--- src/hdl/lru_writeback_block_cache_directory_macros.svh ---
// ----------------------------------------------------------------------------
// Assertion macros for the block cache directory
// Shared property shorthands, clocked on the rising edge, reset disabled.
// ----------------------------------------------------------------------------
`ifndef LRU_WRITEBACK_BLOCK_CACHE_DIRECTORY_MACROS_SVH
`define LRU_WRITEBACK_BLOCK_CACHE_DIRECTORY_MACROS_SVH

// Same-cycle implication
`define LWBCD_ASSERT_NOW(label, clk, rst_n, ante, cons, msg) \
	label: assert property (@(posedge clk) disable iff (!rst_n) (ante) |-> (cons)) \
		else $error(msg);

// Next-cycle implication
`define LWBCD_ASSERT_NXT(label, clk, rst_n, ante, cons, msg) \
	label: assert property (@(posedge clk) disable iff (!rst_n) (ante) |=> (cons)) \
		else $error(msg);

`endif

--- src/hdl/lwbcd_pkg.sv ---
// ----------------------------------------------------------------------------
// lwbcd_pkg
// Types, codes and sizes shared by the block cache directory modules.
// ----------------------------------------------------------------------------
package lwbcd_pkg;

	// Number of cache slots
	localparam int ENTRIES    = 16;
	localparam int SLOT_W     = $clog2(ENTRIES);
	localparam int RANK_W     = $clog2(ENTRIES);
	localparam int SLOT_OUT_W = 6;
	localparam int BLK_W      = 32;

	typedef logic [SLOT_W-1:0] slot_t;
	typedef logic [RANK_W-1:0] rank_t;

	// Rank held by the least recently used slot of a full cache
	localparam rank_t RANK_LRU = rank_t'(ENTRIES - 1);

	// Request commands
	typedef enum logic [1:0] {
		CMD_REQ   = 2'd0,
		CMD_DIRTY = 2'd1,
		CMD_FLUSH = 2'd2
	} cmd_t;

	// Result kinds
	typedef enum logic [1:0] {
		KIND_ANSWER = 2'd0,
		KIND_WB     = 2'd1,
		KIND_DONE   = 2'd2
	} kind_t;

	// Controller states
	typedef enum logic [2:0] {
		ST_IDLE,
		ST_LOOKUP,
		ST_WB,
		ST_ANSWER,
		ST_FLUSH,
		ST_DONE
	} state_t;

	// Commands from controller to datapath
	typedef struct packed {
		logic load;
		logic lookup;
		logic set_dirty;
		logic emit_wb;
		logic emit_answer;
		logic flush_start;
		logic flush_step;
		logic emit_flush_wb;
		logic emit_done;
	} dp_cmd_t;

	// Status from datapath to controller
	typedef struct packed {
		logic [1:0] cmd;
		logic       hit;
		logic       full;
		logic       victim_dirty;
		logic       flush_hit;
		logic       flush_last;
		logic       out_free;
	} dp_stat_t;

endpackage

--- src/hdl/lwbcd_req_if.sv ---
// ----------------------------------------------------------------------------
// lwbcd_req_if
// Request channel: command, block number and read flag with valid/ready.
// ----------------------------------------------------------------------------
interface lwbcd_req_if
	import lwbcd_pkg::*;
();
	logic             valid;
	logic             ready;
	logic [1:0]       cmd;
	logic [BLK_W-1:0] block_no;
	logic             do_read;

	modport source (output valid, output cmd, output block_no, output do_read, input ready);
	modport sink   (input valid, input cmd, input block_no, input do_read, output ready);
endinterface

--- src/hdl/lwbcd_rsp_if.sv ---
// ----------------------------------------------------------------------------
// lwbcd_rsp_if
// Result channel: answers, writeback orders and flush done with valid/ready.
// ----------------------------------------------------------------------------
interface lwbcd_rsp_if
	import lwbcd_pkg::*;
();
	logic                  valid;
	logic                  ready;
	logic [1:0]            kind;
	logic [BLK_W-1:0]      block_addr;
	logic [SLOT_OUT_W-1:0] slot;
	logic                  hit;
	logic                  fill_needed;
	logic                  last;

	modport source (output valid, output kind, output block_addr, output slot,
		output hit, output fill_needed, output last, input ready);
	modport sink   (input valid, input kind, input block_addr, input slot,
		input hit, input fill_needed, input last, output ready);
endinterface

--- src/hdl/lwbcd_ctrl.sv ---
// ----------------------------------------------------------------------------
// lwbcd_ctrl
// Sequencer: takes one request at a time, steps lookup, writeback, answer
// and the flush walk, and issues datapath commands.
// ----------------------------------------------------------------------------
module lwbcd_ctrl
	import lwbcd_pkg::*;
(
	input  logic     clk,
	input  logic     arst_n,
	input  logic     in_valid,
	output logic     in_ready,
	input  dp_stat_t st,
	output dp_cmd_t  cmd
);

	state_t state_q;
	state_t state_nxt;

	// State register
	always_ff @(posedge clk or negedge arst_n) begin
		if (!arst_n) begin
			state_q <= ST_IDLE;
		end else begin
			state_q <= state_nxt;
		end
	end

	// Next state and commands
	always_comb begin
		state_nxt = state_q;
		cmd       = '0;
		in_ready  = 1'b0;
		case (state_q)
			ST_IDLE: begin
				in_ready = 1'b1;
				if (in_valid) begin
					cmd.load  = 1'b1;
					state_nxt = ST_LOOKUP;
				end
			end
			ST_LOOKUP: begin
				cmd.lookup = 1'b1;
				if (st.cmd == CMD_REQ) begin
					// full miss on a dirty victim writes it back first
					if (!st.hit && st.full && st.victim_dirty) begin
						state_nxt = ST_WB;
					end else begin
						state_nxt = ST_ANSWER;
					end
				end else if (st.cmd == CMD_DIRTY) begin
					cmd.set_dirty = st.hit;
					state_nxt     = ST_IDLE;
				end else if (st.cmd == CMD_FLUSH) begin
					cmd.flush_start = 1'b1;
					state_nxt       = ST_FLUSH;
				end else begin
					state_nxt = ST_IDLE;
				end
			end
			ST_WB: begin
				if (st.out_free) begin
					cmd.emit_wb = 1'b1;
					state_nxt   = ST_ANSWER;
				end
			end
			ST_ANSWER: begin
				if (st.out_free) begin
					cmd.emit_answer = 1'b1;
					state_nxt       = ST_IDLE;
				end
			end
			ST_FLUSH: begin
				// one rank per cycle, stall only on a dirty slot that finds the result register occupied
				if (!st.flush_hit || st.out_free) begin
					cmd.emit_flush_wb = st.flush_hit;
					if (st.flush_last) begin
						state_nxt = ST_DONE;
					end else begin
						cmd.flush_step = 1'b1;
					end
				end
			end
			ST_DONE: begin
				if (st.out_free) begin
					cmd.emit_done = 1'b1;
					state_nxt     = ST_IDLE;
				end
			end
			default: begin
				state_nxt = ST_IDLE;
			end
		endcase
	end

endmodule

--- src/hdl/lwbcd_dp.sv ---
// ----------------------------------------------------------------------------
// lwbcd_dp
// Directory datapath: tags, valid, dirty and recency ranks, parallel tag
// compare, victim select, flush rank walk and the result register.
// ----------------------------------------------------------------------------
module lwbcd_dp
	import lwbcd_pkg::*;
(
	input  logic                  clk,
	input  logic                  arst_n,
	input  dp_cmd_t               cmd,
	output dp_stat_t              st,
	input  logic [1:0]            in_cmd,
	input  logic [BLK_W-1:0]      in_block_no,
	input  logic                  in_do_read,
	output logic                  out_valid,
	input  logic                  out_ready,
	output logic [1:0]            out_kind,
	output logic [BLK_W-1:0]      out_block_addr,
	output logic [SLOT_OUT_W-1:0] out_slot,
	output logic                  out_hit,
	output logic                  out_fill_needed,
	output logic                  out_last
);

	// Directory state
	logic [BLK_W-1:0] tag_q [ENTRIES];
	logic [ENTRIES-1:0] valid_q;
	logic [ENTRIES-1:0] dirty_q;
	rank_t rank_q [ENTRIES];

	// Latched request
	logic [1:0]       cmd_q;
	logic [BLK_W-1:0] blk_q;
	logic             rd_q;

	// Lookup outcome
	slot_t lk_slot_q;
	logic  lk_hit_q;
	logic  lk_free_q;

	rank_t flush_rank_q;
	logic  rsp_valid_q;

	// Combinational lookup
	logic  match_any;
	slot_t hit_slot;
	logic  free_any;
	slot_t free_slot;
	slot_t victim;
	logic  fl_any;
	slot_t fl_slot;
	rank_t s_rank;
	slot_t rd_slot;
	logic  emit_any;

	always_comb begin
		match_any = 1'b0;
		hit_slot  = '0;
		free_any  = 1'b0;
		free_slot = '0;
		victim    = '0;
		fl_any    = 1'b0;
		fl_slot   = '0;
		for (int i = 0; i < ENTRIES; i++) begin
			if (valid_q[i] && tag_q[i] == blk_q) begin
				match_any = 1'b1;
				hit_slot  = slot_t'(i);
			end
			// highest free slot wins
			if (!valid_q[i]) begin
				free_any  = 1'b1;
				free_slot = slot_t'(i);
			end
			if (valid_q[i] && rank_q[i] == RANK_LRU) begin
				victim = slot_t'(i);
			end
			if (valid_q[i] && rank_q[i] == flush_rank_q) begin
				fl_any  = 1'b1;
				fl_slot = slot_t'(i);
			end
		end
	end

	assign s_rank   = rank_q[lk_slot_q];
	assign rd_slot  = cmd.emit_flush_wb ? fl_slot : lk_slot_q;
	assign emit_any = cmd.emit_wb | cmd.emit_answer | cmd.emit_flush_wb | cmd.emit_done;

	// Status to controller
	always_comb begin
		st.cmd          = cmd_q;
		st.hit          = match_any;
		st.full         = !free_any;
		st.victim_dirty = dirty_q[victim];
		st.flush_hit    = fl_any && dirty_q[fl_slot];
		st.flush_last   = (flush_rank_q == RANK_LRU);
		st.out_free     = !rsp_valid_q || out_ready;
	end

	// Valid, dirty, ranks, flush pointer and result valid
	always_ff @(posedge clk or negedge arst_n) begin
		if (!arst_n) begin
			valid_q      <= '0;
			dirty_q      <= '0;
			flush_rank_q <= '0;
			rsp_valid_q  <= 1'b0;
			for (int i = 0; i < ENTRIES; i++) begin
				rank_q[i] <= '0;
			end
		end else begin
			if (cmd.set_dirty) begin
				dirty_q[hit_slot] <= 1'b1;
			end
			if (cmd.emit_flush_wb) begin
				dirty_q[fl_slot] <= 1'b0;
			end
			// promote the answered slot to most recent
			if (cmd.emit_answer) begin
				for (int i = 0; i < ENTRIES; i++) begin
					if (valid_q[i] && slot_t'(i) != lk_slot_q &&
						(lk_free_q || rank_q[i] < s_rank)) begin
						rank_q[i] <= rank_q[i] + 1'b1;
					end
				end
				rank_q[lk_slot_q]  <= '0;
				valid_q[lk_slot_q] <= 1'b1;
				if (!lk_hit_q) begin
					dirty_q[lk_slot_q] <= 1'b0;
				end
			end
			if (cmd.flush_start) begin
				flush_rank_q <= '0;
			end else if (cmd.flush_step) begin
				flush_rank_q <= flush_rank_q + 1'b1;
			end
			if (emit_any) begin
				rsp_valid_q <= 1'b1;
			end else if (out_ready) begin
				rsp_valid_q <= 1'b0;
			end
		end
	end

	// Tags, request latch, lookup registers
	always_ff @(posedge clk) begin
		if (cmd.emit_answer && !lk_hit_q) begin
			tag_q[lk_slot_q] <= blk_q;
		end
		if (cmd.load) begin
			cmd_q <= in_cmd;
			blk_q <= in_block_no;
			rd_q  <= in_do_read;
		end
		if (cmd.lookup) begin
			lk_hit_q  <= match_any;
			lk_free_q <= !match_any && free_any;
			lk_slot_q <= match_any ? hit_slot : (free_any ? free_slot : victim);
		end
	end

	// Result register
	always_ff @(posedge clk) begin
		if (cmd.emit_wb || cmd.emit_flush_wb) begin
			out_kind        <= KIND_WB;
			out_block_addr  <= tag_q[rd_slot];
			out_slot        <= SLOT_OUT_W'(rd_slot);
			out_hit         <= 1'b0;
			out_fill_needed <= 1'b0;
			out_last        <= 1'b0;
		end else if (cmd.emit_answer) begin
			out_kind        <= KIND_ANSWER;
			out_block_addr  <= blk_q;
			out_slot        <= SLOT_OUT_W'(lk_slot_q);
			out_hit         <= lk_hit_q;
			out_fill_needed <= !lk_hit_q && rd_q;
			out_last        <= 1'b1;
		end else if (cmd.emit_done) begin
			out_kind        <= KIND_DONE;
			out_block_addr  <= '0;
			out_slot        <= '0;
			out_hit         <= 1'b0;
			out_fill_needed <= 1'b0;
			out_last        <= 1'b1;
		end
	end

	assign out_valid = rsp_valid_q;

endmodule

--- src/hdl/lru_writeback_block_cache_directory.sv ---
// ----------------------------------------------------------------------------
// lru_writeback_block_cache_directory
// Fully associative LRU directory of a write-back block cache.
// ----------------------------------------------------------------------------
// Usage:
//   req carries cmd (request, mark dirty, flush), block_no and do_read on a
//   valid/ready handshake; rsp returns answers, writeback orders and a flush
//   done item, with last set on the final item of a request; mark dirty
//   and unused codes return no item. Requests are handled one at a time.
//   A lookup steps from accept through the lookup state to the answer
//   state, which loads the answer into the result register (through the
//   writeback state first when a dirty LRU victim is written back), and
//   the next request is taken in the idle state after that. Mark dirty
//   and unused codes go back to idle straight from the lookup state.
//   Flush walks the recency ranks one per cycle after the lookup state,
//   stalling only when a writeback order finds the result register still
//   occupied, and then loads the done item. The tag compare covers all
//   slots in parallel, and there is a single result register.
//   A result waits in the result register while rsp.ready is low; the next
//   request is still accepted, and the sequencer holds when it needs the
//   register again. arst_n clears valid, dirty and rank state at once, so
//   the directory is empty and requests are taken right after reset.
// ----------------------------------------------------------------------------
`include "lru_writeback_block_cache_directory_macros.svh"

module lru_writeback_block_cache_directory
	import lwbcd_pkg::*;
(
	input  logic        clk,
	input  logic        arst_n,
	lwbcd_req_if.sink   req,
	lwbcd_rsp_if.source rsp
);

	dp_cmd_t  dp_cmd;
	dp_stat_t dp_st;
	logic     in_ready;

	// Sequencer
	lwbcd_ctrl u_ctrl (
		.clk      (clk),
		.arst_n   (arst_n),
		.in_valid (req.valid),
		.in_ready (in_ready),
		.st       (dp_st),
		.cmd      (dp_cmd)
	);

	// Directory datapath
	lwbcd_dp u_dp (
		.clk             (clk),
		.arst_n          (arst_n),
		.cmd             (dp_cmd),
		.st              (dp_st),
		.in_cmd          (req.cmd),
		.in_block_no     (req.block_no),
		.in_do_read      (req.do_read),
		.out_valid       (rsp.valid),
		.out_ready       (rsp.ready),
		.out_kind        (rsp.kind),
		.out_block_addr  (rsp.block_addr),
		.out_slot        (rsp.slot),
		.out_hit         (rsp.hit),
		.out_fill_needed (rsp.fill_needed),
		.out_last        (rsp.last)
	);

	assign req.ready = in_ready;

	// Checks
	`LWBCD_ASSERT_NXT(a_one_at_a_time, clk, arst_n, req.valid && req.ready, !req.ready, "request accepted while busy")
	`LWBCD_ASSERT_NOW(a_wb_not_last, clk, arst_n, rsp.valid && rsp.kind == KIND_WB, !rsp.last && !rsp.hit && !rsp.fill_needed, "writeback order with last, hit or fill")
	`LWBCD_ASSERT_NOW(a_done_last, clk, arst_n, rsp.valid && rsp.kind == KIND_DONE, rsp.last && rsp.block_addr == '0, "flush done malformed")
	`LWBCD_ASSERT_NOW(a_hit_no_fill, clk, arst_n, rsp.valid && rsp.hit, rsp.kind == KIND_ANSWER && !rsp.fill_needed, "hit answer asks for fill")

endmodule
--- src/flat_wrapper.sv ---
// flat-port wrapper written by rule: the top's interface ports become plain ports
module lru_writeback_block_cache_directory_flat import lwbcd_pkg::*;
  (clk, arst_n, req_valid, req_cmd, req_block_no, req_do_read, req_ready, rsp_valid, rsp_kind, rsp_block_addr, rsp_slot, rsp_hit, rsp_fill_needed, rsp_last, rsp_ready);
  lwbcd_req_if req_i ();
  lwbcd_rsp_if rsp_i ();
  input  logic clk;
  input  logic arst_n;
  input wire logic [$bits(req_i.valid)-1:0] req_valid;
  input wire logic [$bits(req_i.cmd)-1:0] req_cmd;
  input wire logic [$bits(req_i.block_no)-1:0] req_block_no;
  input wire logic [$bits(req_i.do_read)-1:0] req_do_read;
  output wire logic [$bits(req_i.ready)-1:0] req_ready;
  output wire logic [$bits(rsp_i.valid)-1:0] rsp_valid;
  output wire logic [$bits(rsp_i.kind)-1:0] rsp_kind;
  output wire logic [$bits(rsp_i.block_addr)-1:0] rsp_block_addr;
  output wire logic [$bits(rsp_i.slot)-1:0] rsp_slot;
  output wire logic [$bits(rsp_i.hit)-1:0] rsp_hit;
  output wire logic [$bits(rsp_i.fill_needed)-1:0] rsp_fill_needed;
  output wire logic [$bits(rsp_i.last)-1:0] rsp_last;
  input wire logic [$bits(rsp_i.ready)-1:0] rsp_ready;
  assign req_i.valid = req_valid;
  assign req_i.cmd = req_cmd;
  assign req_i.block_no = req_block_no;
  assign req_i.do_read = req_do_read;
  assign req_ready = req_i.ready;
  assign rsp_valid = rsp_i.valid;
  assign rsp_kind = rsp_i.kind;
  assign rsp_block_addr = rsp_i.block_addr;
  assign rsp_slot = rsp_i.slot;
  assign rsp_hit = rsp_i.hit;
  assign rsp_fill_needed = rsp_i.fill_needed;
  assign rsp_last = rsp_i.last;
  assign rsp_i.ready = rsp_ready;
  lru_writeback_block_cache_directory u_core (.clk(clk), .arst_n(arst_n), .req(req_i), .rsp(rsp_i));
endmodule
--- config.mk ---
export PLATFORM = sky130hd
export DESIGN_NAME = lru_writeback_block_cache_directory_flat
export DESIGN_NICKNAME = d
export VERILOG_FILES = /design/src/hdl/lwbcd_pkg.sv /design/src/hdl/lwbcd_req_if.sv /design/src/hdl/lwbcd_rsp_if.sv /design/src/hdl/lwbcd_ctrl.sv /design/src/hdl/lwbcd_dp.sv /design/src/hdl/lru_writeback_block_cache_directory.sv /design/src/flat_wrapper.sv
export VERILOG_INCLUDE_DIRS = /design/src /design/src/hdl
export SDC_FILE = /design/constraint.sdc
export NUM_CORES = 2
export LEC_CHECK = 0
export BUFFER_PORTS_ARGS = -buffer_cell sky130_fd_sc_hd__buf_2
export CAP_MARGIN = 15
export CORE_ASPECT_RATIO = 0.6
export CORE_MARGIN = 3
export CORE_UTILIZATION = 40
export CTS_BUF_LIST = sky130_fd_sc_hd__clkbuf_4
export CTS_CLUSTER_SIZE = 16
export DETAILED_ROUTE_END_ITERATION = 6
export GPL_ROUTABILITY_DRIVEN = 0
export SLEW_MARGIN = 25
export SYNTH_ARGS = -nofsm -noshare
export SYNTH_HDL_FRONTEND = slang
export SYNTH_HIERARCHICAL = 1
export SYNTH_SLANG_ARGS = --single-unit
--- constraint.sdc ---
create_clock -name clk -period 6.2 [get_ports clk]
set_input_delay 0.62 -clock clk [delete_from_list [all_inputs] [get_ports clk]]
set_output_delay 0.62 -clock clk [all_outputs]
set_load 0.01 [all_outputs]
After elaboration in Yosys (flattened, before gate mapping)
Memories as Yosys holds them, arrays and structs flattened.
Cells that the tools add are included.

storage, ports and cells
  register bits after elaboration = 186
  latch bits = 0
  bits in writable memories = 512
  bits in read-only memories = 0
  output and inout port bits = 45
  word-level logic and storage cells = 495
  memories = 1

memories
  name               depth  width  rd ports  clocked after memory_dff  wr ports  RTL line        source
  u_core.u_dp.tag_q  16     32     17        0                         1         lwbcd_dp.sv:27  logic [BLK_W-1:0] tag_q [ENTRIES];

cells by class
  add/subtract/negate cells = 17
  multipliers = 0
  divide/modulo/power cells = 0
  $lt $le $gt $ge = 25
  equal/unequal tests = 75
  shifts and indexed selects = 0
  muxes and demuxes = 208
  bitwise operators = 12
  reduce and logical (&&, ||, !) cells = 123

operators with widths
  kind                                                                    number
  32-bit equality test                                                    16
  4-bit two-way mux                                                       99
  32-bit two-way mux                                                      3
  1-bit logical AND                                                       89
  1-bit two-way mux                                                       83
  4-bit by 1-bit adder with 4-bit output, second input constant           17
  64-bit bitwise AND                                                      1
  4-bit equality test                                                     16
  4-bit equality test, second input constant                              16
  4-bit < comparator                                                      16
  16-bit two-way mux                                                      4
  64-bit NOT                                                              1
  16-bit bitwise AND                                                      2
  4-bit inequality test, first input constant                             8
  16-bit NOT                                                              2
  16-bit OR                                                               2
  3-bit two-way mux                                                       8
  4-bit by 5-bit < comparator with 1-bit output, second input constant    4
  1-bit logical OR                                                        19
  4-bit binary-select mux with 4-bit select                               1
  4-bit demux with 4-bit select                                           1
  3-bit by 4-bit inequality test with 1-bit output, first input constant  4
  3-bit one-hot mux with 5 select lines                                   1
  1-bit demux with 4-bit select                                           3
  24 further kinds                                                        44

Depth between registers and ports, before layout
An unclocked memory read counts as a cell.

  word-level depth = 29
  mapped depth = 26

Modules after synthesis
The synthesis kept the hierarchy.

by module, submodules not included
  module      times used  cells each  area an instance (um^2)  seq. area each (um^2)
  lwbcd_dp    1           3379        38832.2                  20314.5
  lwbcd_ctrl  1           38          287.8                    75.1

Worst setup path after synthesis
No wires, ideal clock.

  path type = input -> register
  from = in rsp_ready
  to = mem u_core.u_dp.tag_q[14][0] (enable)
  setup time = 505 ps
  data arrival time = 4895 ps
  data required time = 5695 ps
  path slack = 800 ps
  stages on the path = 8
  cells stage by stage = nand2b_1 -> nand2_1 -> nor2_1 -> and2_1 -> clkbuf_1 -> clkbuf_1 -> nand2_1 -> nor4_1

RTL lines
  element             RTL line            source
  start: declaration  flat_wrapper.sv:20  input wire logic [$bits(rsp_i.ready)-1:0] rsp_ready;
  end: declaration    lwbcd_dp.sv:27

==> results.json <==
{
  "end_kind": "flip-flop",
  "synth_cell_types": 88,
  "grt_pass1_vias": 29600,
  "clk_path_buf_depth": 3,
  "cts_tree": "done",
  "initial_core_util_pct": 40.5,
  "seq_power_share_pct": 32.7,
  "synth_cells": 3417,
  "synth_fa_ha_area_share_pct": 2.08,
  "post-dp-hpwl_um": 125000,
  "cts_max_level": 4,
  "max-slew-margin-rel_pct": 21.6,
  "grt_max_degree": 66,
  "place_inst": 4825,
  "multi_input_area_um2": 17900,
  "vias": 32700,
  "cap_violations": 0,
  "antenna_left": 0,
  "crit_fanout": 65,
  "core_area_um2": 96600,
  "die_w_um": 410,
  "top_layer": "met5",
  "synthMuxAreaShare_pct": 6.66,
  "fin_hold_ws_ns": 0.205,
  "skew_ns": 0.0944,
  "numCtsBuffers": 171,
  "setup.worst_path.start_class": "flip-flop",
  "clk_pin_slew_ns": 0.08,
  "fin_crit_ns": 6.16,
  "die_area_um2": 102000,
  "antenna_found_initial": 11,
  "hold_class": "in -> reg",
  "clock-sinks": 698,
  "fp.dieH_um": 248,
  "clk_latency_ns": 1.14,
  "status": "finished, violations left",
  "nNetsFinal": 3843,
  "p_sw_w": 0.00878,
  "met2WireLength_um": 54500,
  "synth_top_family_by_area": "simple AND/OR/NAND/NOR gates",
  "fin_cells": 5180,
  "routed_wirelength_um": 166000,
  "grtUsageTotal_pct": 31.9,
  "drc": 16,
  "drt-initial-drc-count": 5800,
  "viasPerCell": 6.32,
  "avgRoutedWirePerCell_um": 32.0,
  "required_ns": 7.13,
  "synth-seq-cells": 698,
  "synthXorXnorAreaFrac_pct": 13.2,
  "comb_power_share_pct": 46.2,
  "final-hold-violation-count": 0,
  "internal_power_w": 0.0109,
  "ff_latch_area_um2": 20400,
  "synth_compound_area_share_pct": 7.62,
  "synth_edf_count": 589,
  "num_io_pins": 84,
  "power_frac_clock_pct": 21.1,
  "overflow": 0,
  "drive_above_1_share_pct": 18.4,
  "cts_root_buffer": "clkbuf_4",
  "tightest_slew_ns": 1.18,
  "arrival_ns": 7.09,
  "placement_rows": 88,
  "portBuffers": 81,
  "syn_avg_cell_area_um2": 11.4,
  "synthFlopType": "edfxtp_1",
  "ir_drop_uv": 315,
  "setup_viol_count_final": 0,
  "cts_setup_buffers": 0,
  "p_sw_share_pct": 44.7,
  "synthArstFlopShare_pct": 14.9,
  "path_class": "reg -> reg",
  "grt_pass1_wl_um": 228000,
  "fin_crit_sh_pct": 99.4,
  "ys_warn_count": 6,
  "netlist_area_um2": 39100,
  "ys_seq_area_share_pct": 52.1,
  "dr.pass1.iters": 7,
  "clock.fmax_ghz": 0.162,
  "wl_met3_um": 36200,
  "p_leak_nw": 16.5,
  "powerDensity_nw_per_um2": 435,
  "slew_viol_final": 0,
  "violations": "design-rule violations",
  "area_growth_pct": 15.5,
  "wl_met1_um": 70700,
  "yosys.area_share.simple_pct": 15.5,
  "fill_cells": 8871,
  "rsz0062_at_grt": "false"
}
[power by group through the flow]
stage | Combinational (W) | Sequential (W) | Clock, W
final | 0.00909 | 0.00643 | 0.00414
after global routing | 0.00936 | 0.00644 | 0.00444
after CTS | 0.00852 | 0.00640 | 0.00419
after detailed placement | 0.00846 | 0.00650 | 0
after global placement | 0.00841 | 0.00651 | 0
after floorplan | 0.00497 | 0.00621 | 0
[cells in the mapped netlist, types with 10 or more instances]
| cell type | number | area, µm² |
|---|---|---|
| a211oi_1 | 12 | 90.1 |
| a21o_1 | 35 | 263 |
| a21oi_1 | 64 | 320 |
| a221o_1 | 11 | 110 |
| a22o_1 | 10 | 87.6 |
| a31oi_1 | 32 | 200 |
| a32oi_1 | 20 | 175 |
| and2_1 | 10 | 62.6 |
| and3_1 | 38 | 238 |
| buf_1 | 29 | 109 |
| buf_2 | 70 | 350 |
| buf_4 | 19 | 143 |
| clkbuf_1 | 73 | 274 |
| dfrtp_1 | 104 | 2600 |
| edfxtp_1 | 589 | 17700 |
| ha_1 | 65 | 813 |
| inv_1 | 41 | 154 |
| mux2_2 | 25 | 282 |
| mux2i_1 | 149 | 1490 |
| mux4_2 | 36 | 811 |
| nand2_1 | 407 | 1530 |
| nand2b_1 | 28 | 175 |
| nand3_1 | 102 | 510 |
| nand4_1 | 139 | 870 |
| nor2_1 | 173 | 649 |
| nor2b_1 | 27 | 169 |
| nor3_1 | 53 | 265 |
| nor3b_1 | 10 | 75.1 |
| nor4_1 | 118 | 738 |
| o2111ai_1 | 17 | 149 |
| o211ai_1 | 22 | 165 |
| o21a_1 | 18 | 135 |
| o21ai_0 | 57 | 285 |
| o21bai_1 | 12 | 90.1 |
| o221ai_1 | 19 | 166 |
| or4_1 | 21 | 158 |
| xnor2_1 | 297 | 2600 |
| xor2_1 | 292 | 2560 |
[critical path, cell delays in order (launching register included)]
cell and delay (ns):
dfrtp_1 0.52, buf_4 0.24, xor2_1 0.16, nor3_1 0.07, and3_1 0.22, or4_1 0.54
o211a_1 0.31, nor3_2 0.22, buf_4 0.20, mux2_2 0.33, o221ai_1 0.20, nand2_1 0.10
nor3_2 0.18, inv_1 0.11, buf_4 0.17, or3_1 0.46, o22a_4 0.34, buf_12 0.25
a32oi_1 0.78, o221ai_1 0.31, o2111ai_1 0.19
[sequential cells by signal, indices dropped and copies added (netlist names), 4 cells and up]
name,cells
u_core/u_dp/dirty_q,16
u_core/u_dp/out_slot,4
u_core/u_dp/tag_q,512
u_core/u_dp/flush_rank_q,4
u_core/u_dp/lk_slot_q,4
u_core/u_dp/blk_q,32
u_core/u_dp/out_block_addr,32
u_core/u_dp/valid_q,16
u_core/u_dp/rank_q,64
[cell usage in the layout, fill, tap and decap left out, drive strengths merged, types with 36 or more instances in the layout]
cell type,Yosys,layout
clkinv,0,44
and3,38,38
mux2i,149,149
edfxtp,589,589
dfrtp,104,104
clkbuf,73,254
inv,41,44
nand4,139,139
nor3,55,55
mux4,36,36
dlygate4sd3,0,40
nand2,407,407
ha,65,65
nand3,102,102
buf,123,304
xnor2,297,297
xor2,292,292
nor2,175,175
nor4,124,124
o21ai,66,66
a21oi,64,64
[worst paths after layout]
path / startpoint / to / slack, ns / depth (start not counted)
max in group asynchronous: arst_n / u_core/u_dp/rank_q[23] / 4.34 / 4
worst min-delay path: req_block_no[3] / u_core/u_dp/blk_q[3] / 0.21 / 2
worst max register to register: u_core/u_dp/flush_rank_q[0] / u_core/u_dp/out_block_addr[12] / 0.04 / 20
worst max-delay path: u_core/u_dp/flush_rank_q[0] / u_core/u_dp/out_block_addr[12] / 0.04 / 20
min in group asynchronous: arst_n / u_core/u_dp/rank_q[4] / 0.57 / 3
worst min register to register: u_core/u_dp/out_kind[0] / u_core/u_dp/out_kind[0] / 0.45 / 2
[cells by family (layout without fill, tap and decap cells)]
logic type | after synthesis | count (layout)
simple gates | 1198 | 1198
flops | 698 | 698
xor+xnor | 589 | 589
compound gates | 417 | 417
buf+inv | 237 | 691
mux | 212 | 212
fa+ha+maj | 65 | 65
other cells | 1 | 5
[stage by stage]
stage	total power (W)	worst slack, ns	area, µm²	util, %	setup TNS, ns
after floorplan	0.0112	0.800	39100	-	0
after global routing	0.0203	0.0182	45200	46.8	0
after detailed placement	0.0150	-0.0271	42400	43.9	-0.0271
final	0.0197	0.0392	45200	46.8	0
after CTS	0.0191	0.0128	45000	46.6	0
after global placement	0.0149	0.0627	42200	43.7	0
[per-layer routing]
metal / up-vias / track usage [%]
li1: 13500 / -
met1: 16100 / 47.2
met2: 2879 / 34.8
met3: 295 / 22.2
met4: 20 / 7.83
met5: - / 5.96
[cell type report]
type | count | share of cell area [%]
well taps | 1305 | 3.61
clock buffers | 254 | 4.22
clock inverters | 52 | 0.762
multi-input cells | 2483 | 39.6
repair buffers | 344 | 6.31
inverters | 41 | 0.341
diodes | 3 | 0.0166
flip-flops and latches | 698 | 45.1
[repair_timing]
action,in CTS,in global routing
gates resized for setup,2,12
hold buffers,40,0
endpoints found under the hold margin,82,0
endpoints found under the setup margin,2,27
Power figures use the tool's default switching activity.
